[config.mk]
export PLATFORM = sky130hd
export DESIGN_NAME = oqsf_queue_ram
export DESIGN_NICKNAME = d
export VERILOG_FILES = /design/src/hw/rtl/oqsf_pkg.sv /design/src/hw/rtl/oqsf_queue_ram.sv
export SDC_FILE = /design/constraint.sdc
export NUM_CORES = 2
export LEC_CHECK = 0
export BUFFER_PORTS_ARGS = -buffer_cell sky130_fd_sc_hd__buf_2
export CAP_MARGIN = 25
export CORE_UTILIZATION = 50
export CTS_BUF_LIST = sky130_fd_sc_hd__clkbuf_2
export DETAILED_ROUTE_END_ITERATION = 10
export GPL_TIMING_DRIVEN = 0
export PLACE_DENSITY = 0.65
export SYNTH_ARGS = -nofsm -noshare
export SYNTH_HDL_FRONTEND = slang
export SYNTH_SLANG_ARGS = --single-unit
[constraint.sdc]
create_clock -name clk -period 3.9 [get_ports clk]
set_input_delay 0.78 -clock clk [delete_from_list [all_inputs] [get_ports clk]]
set_output_delay 0.78 -clock clk [all_outputs]
set_load 0.01 [all_outputs]
[src/hw/rtl/oqsf_pkg.sv]
// Shared constants, codes and control structs of the switch forwarder.
package oqsf_pkg;

	localparam int NUM_PORTS       = 8;
	localparam int QUEUE_DEPTH     = 16;
	localparam int FLOW_TABLE_SIZE = 16;
	localparam int ADDR_TABLE_SIZE = 16;

	localparam int PORT_W  = $clog2(NUM_PORTS);
	localparam int LIM_W   = PORT_W + 1;
	localparam int SLOT_W  = $clog2(QUEUE_DEPTH);
	localparam int CNT_W   = $clog2(QUEUE_DEPTH + 1);
	localparam int QADDR_W = PORT_W + SLOT_W;
	localparam int QWORDS  = NUM_PORTS * QUEUE_DEPTH;

	localparam int TAG_W   = 16;
	localparam int PROTO_W = 16;
	localparam int FLOW_W  = 32;
	localparam int ADDR_W  = 48;
	localparam int KEY_W   = ADDR_W;

	// Both rule tables share one memory: the top index bit selects the table.
	localparam int RULE_MAX     = (FLOW_TABLE_SIZE > ADDR_TABLE_SIZE) ?
		FLOW_TABLE_SIZE : ADDR_TABLE_SIZE;
	localparam int RIDX_W       = $clog2(RULE_MAX);
	localparam int RSC_W        = RIDX_W + 1;
	localparam int RENT_W       = RIDX_W + 1;
	localparam int RULE_ENTRIES = 2 * (2 ** RIDX_W);

	localparam int QLIM_W   = 5;
	localparam int ACTIVE_W = 4;
	localparam int CFG_W    = 16;
	localparam int CFGI_W   = 2;

	typedef enum logic [1:0] {
		CMD_PKT     = 2'd0,
		CMD_EGRESS  = 2'd1,
		CMD_FLOW_WR = 2'd2,
		CMD_ADDR_WR = 2'd3
	} cmd_t;

	typedef enum logic [2:0] {
		ST_TX       = 3'd0,
		ST_QUEUED   = 3'd1,
		ST_QFULL    = 3'd2,
		ST_NORULE   = 3'd3,
		ST_RULE_OK  = 3'd4,
		ST_TBL_FULL = 3'd5
	} status_t;

	typedef enum logic [CFGI_W-1:0] {
		CFG_PROTO  = 2'd0,
		CFG_QLIMIT = 2'd1,
		CFG_ACTIVE = 2'd2
	} cfg_idx_t;

	typedef enum logic [2:0] {
		S_IDLE,
		S_BCAST,
		S_SCAN_RD,
		S_SCAN_CMP,
		S_ENQ,
		S_EGR,
		S_EMIT
	} state_t;

	typedef struct packed {
		logic              re;
		logic [RENT_W-1:0] ridx;
		logic              we;
		logic              set_valid;
		logic [RENT_W-1:0] widx;
		logic [KEY_W-1:0]  wkey;
		logic [PORT_W-1:0] wport;
	} rule_req_t;

	typedef struct packed {
		logic               re;
		logic [QADDR_W-1:0] raddr;
		logic               we;
		logic [QADDR_W-1:0] waddr;
		logic [TAG_W-1:0]   wdata;
	} q_req_t;

endpackage

[src/hw/rtl/oqsf_queue_ram.sv]
// Packet handle storage for all output queues, one QUEUE_DEPTH-word region per port.
module oqsf_queue_ram (
	input  logic                        clk,
	input  oqsf_pkg::q_req_t            req,
	output logic [oqsf_pkg::TAG_W-1:0]  rdata
);
	logic [oqsf_pkg::TAG_W-1:0] mem_q [oqsf_pkg::QWORDS];

	always_ff @(posedge clk) begin
		if (req.we) begin
			mem_q[req.waddr] <= req.wdata;
		end
		if (req.re) begin
			rdata <= mem_q[req.raddr];
		end
	end
endmodule

======== After elaboration in Yosys (flattened, before gate mapping) ========
Memories as Yosys holds them, arrays and structs flattened. A register that Yosys moved wholly into a read port is not among the register bits.
Cells that the tools add are included.
operators by class
  add/sub/neg operators ................... 0
  multipliers ............................. 0
  divide/modulo/power cells ............... 0
  order comparisons ....................... 0
  eq/ne operators ......................... 0
  shift-type cells ........................ 0
  muxes and demuxes ....................... 2
  bitwise operators ....................... 0
  reductions and logical operators ........ 0
operators with widths
  cell              count
  1-bit 2-to-1 mux  2
storage, ports and cells
  flip-flop bits (word level) ............. 0
  latch bits .............................. 0
  bits in writable memories ............... 2048
  ROM bits ................................ 0
  bits of input ports ..................... 33
  output and inout port bits .............. 16
  word-level logic and storage cells ...... 3
  memories kept ........................... 1
memory list
  memory  depth  width  read ports  clocked after memory_dff  wr ports  line                 source
  mem_q   128    16     1           1                         1         oqsf_queue_ram.sv:7  logic [oqsf_pkg::TAG_W-1:0] mem_q [oqsf_pkg::QWORDS];

======== Logic depth before layout (Yosys ltp) ========
  depth after elaboration ................. 2
  gate-level depth with buffers ........... 7
  mapped depth without buffers ............ 4

======== Worst setup path before layout ========
Ideal clock, no wire load.
  path kind ............................... input to register
  start point ............................. input req[24] in the netlist's numbering
  end point ............................... register rdata[0] in the netlist's numbering, read port of mem_q, data pin
  setup time .............................. 0.260 ns
  arrival time ............................ 3.155 ns
  required time ........................... 3.640 ns
  path slack .............................. 0.486 ns
  cell stages on the path ................. 6
  path buffers ............................ 2
  cell sequence ........................... buf_2 -> buf_1 -> mux4_2 -> mux4_2 -> mux4_2 -> mux2_2
RTL lines
  what                line                 source
  start: declaration  oqsf_queue_ram.sv:4  input oqsf_pkg::q_req_t req,
  end: declaration    oqsf_queue_ram.sv:5  output logic [oqsf_pkg::TAG_W-1:0] rdata

==> flow_summary.yaml <==
worst_setup_path:
  critPathKind: "in -> reg"
  r2r_cells: 5
  r2r_end: "rdata[4]"
  worstSetupStartpoint: "req[26]"
  end_kind: "register"
  start_kind: "input port"
  worstPathRequired_ns: 5.56
  rrSetupSlack_ns: 0.61
  r2r_start: "mem_q[13][4]"
  crit_path_end: "rdata[4]"
  arrival_ns: 5.53
  path_max_fanout: 10
routing:
  met3_length_um: 22700
  top_layer: "met5"
  detail-route-antenna-nets: 0
  drc: 0
  wl_per_cell_um: 32.4
  wl_met1_um: 76500
  drtPass1Iterations: 6
  drtIter0Drc: 4667
  vias: 38409
  wl_met2_um: 96900
  wirelength_um: 203000
  vias_per_cell: 6.13
cells_and_area:
  final_cell_mix: "2064 x edfxtp_1, 702 x clkbuf_2, 672 x mux4_2, 128 x clkinv_1, 79 x nor2_2"
  fin_nets: 3855
  stdcell_area_mm2: 0.0888
  drive_above_1_share: 0.419
  layout_commonest_cell: "edfxtp_1"
  syn_to_final_growth_pct: 12.9
grt:
  grt_antenna_before_repair: 26
  gr-total-overflow: 0
  grt_pass1_vias: 39462
  grt_pass1_wl_um: 284000
  grt_max_degree: 99
  grt_usage: 0.260
logic_synthesis:
  synth_seq_cells: 2064
  synth_nets: 3119
  synth_area_leaders: "edfxtp_1 79%, mux4_2 19%, nor2_1 0.58%"
  syn_inst: 3086
  synth_top_area_frac: 0.788
  yosysWarnings: 0
  synth_largest_area_cell: "edfxtp_1"
  syn_avg_cell_area_um2: 25.5
  synth_area_mm2: 0.0787
  ys_types: 16
  yosysSeqAreaShare: 0.788
cts:
  cts_max_level: 5
  cts.path.max_buffers: 4
  clock_sinks: 2064
  clock_latency_ns: 1.91
  post_cts_buffers: 0
  ctsHoldBuffers: 73
  path_clk_slew_ns: 0.13
  ctsRootBufferMaster: "clkbuf_2"
  tritoncts: "done"
  cts_buffers: 489
  cts_resized: 0
floorplanning:
  die_y_um: 399
  start_util: 0.504
  num_io_pins: 49
  rows: 145
  core-area_mm2: 0.156
  dieArea_mm2: 0.159
  dieWidth_um: 399
power_and_ir_drop:
  intPower_uw: 30400
  max-vdd-ir-drop_mv: 0.280
  clkPwrFrac: 0.327
  sw_frac_of_total: 0.246
  p_switching_uw: 9940
  power_frac_comb: 0.065
  pwr-share-seq: 0.607
  powerDensity_mw_per_mm2: 455
  p_leak_uw: 0.0282
timing:
  fin_worst_skew_ns: 0.218
  period_share: 0.991
  fmax_ghz: 0.259
  timing.final.crit_period_ns: 3.87
  hold_violations: 0
  finalMaxSlewViolations: 0
  rsz0062_at_grt: "no"
  whs_ns: 0.152
  finalSetupViolCount: 0
  slew_headroom: 0.148
  worst_pin_slew_ns: 1.28
run_status:
  status: "completed"
placement:
  gp_congestion: 0.945
  dpl_cell_area_mm2: 0.0834
  dp_hpwl_um: 134000
  numPortBuffers: 38
min_path:
  hp-class: "in -> reg"
run:
  cap_violations: 0
==> per-stage QoR <==
stage                     utilization  setup WS [ns]  power (uW)  setup TNS [ns]  instances
after floorplan                     -          0.486       26200               0       3086
after global placement          0.521          -1.59       27400         -373.90       5182
after detailed placement        0.534          -1.46       27500          -20.98       5302
after CTS                       0.567          0.153       40600               0       6234
after global routing            0.568          0.115       41800               0       6255
final                           0.569         0.0339       40400               0       6263
==> cell type report <==
type | instances | area, um2
buffer | 164 | 702
fill | 11255 | 67400
clock inverter | 165 | 707
antenna | 15 | 37.5
timing repair buffer | 245 | 3080
multi-input combinational | 858 | 16300
clock buffer | 694 | 3470
sequential | 2064 | 62000
tap | 2058 | 2570
==> state kept, by name, summed over array words and instances (netlist names) <==
name,flops
mem_q,2048
rdata,16
==> power by group through the flow <==
| stage | clock network (uW) | logic (uW) | registers [uW] |
|---|---|---|---|
| after floorplan | 0 | 1200 | 25000 |
| after global placement | 0 | 2320 | 25100 |
| after detailed placement | 0 | 2480 | 25000 |
| after CTS | 13500 | 2620 | 24500 |
| after global routing | 14500 | 2710 | 24500 |
| final | 13200 | 2640 | 24500 |
==> critical path, cell delays in order <==
cell           delay [ns]
clkbuf_1             0.59
clkbuf_1             0.90
clkbuf_1             0.66
mux4_2               0.49
mux4_2               0.60
mux4_2               0.57
mux2_2               0.32
dlygate4sd3_1        0.60
==> cells by family after synthesis <==
family / Yosys count / synth area share
DFF: 2064 / 0.788
muxes: 688 / 0.195
and+or+nand+nor: 170 / 0.00886
buffers and inverters: 164 / 0.00879
==> cell usage after synthesis <==
cell type and n:
clkbuf_1 82, or3_1 1, buf_2 52, nor2_1 122, buf_1 28, nand2b_1 2, nor3_1 9, mux2_2 16
buf_4 1, nand3_1 12, nand4_1 3, nand2_1 14, mux4_2 672, edfxtp_1 2064, nor2b_1 7, buf_6 1
==> worst min path at each step <==
stage	slack, ns	cells after the start	from	end
global placement	1.20	1	rdata[0]	rdata[0]
CTS	0.06	4	req[28]	rdata[15]
detailed placement	1.20	1	rdata[2]	rdata[2]
finish	0.15	6	req[25]	rdata[5]
floorplan	0.88	0	req[0]	mem_q[0][0]
global route	0.07	6	req[25]	rdata[5]
==> layer usage <==
metal | up-vias | track usage
met5 | - | 0
met1 | 20376 | 0.353
met4 | 10 | 0.0967
met3 | 340 | 0.0780
met2 | 2368 | 0.402
li1 | 15315 | -
No activity file was read; power rests on OpenSTA's default activity.
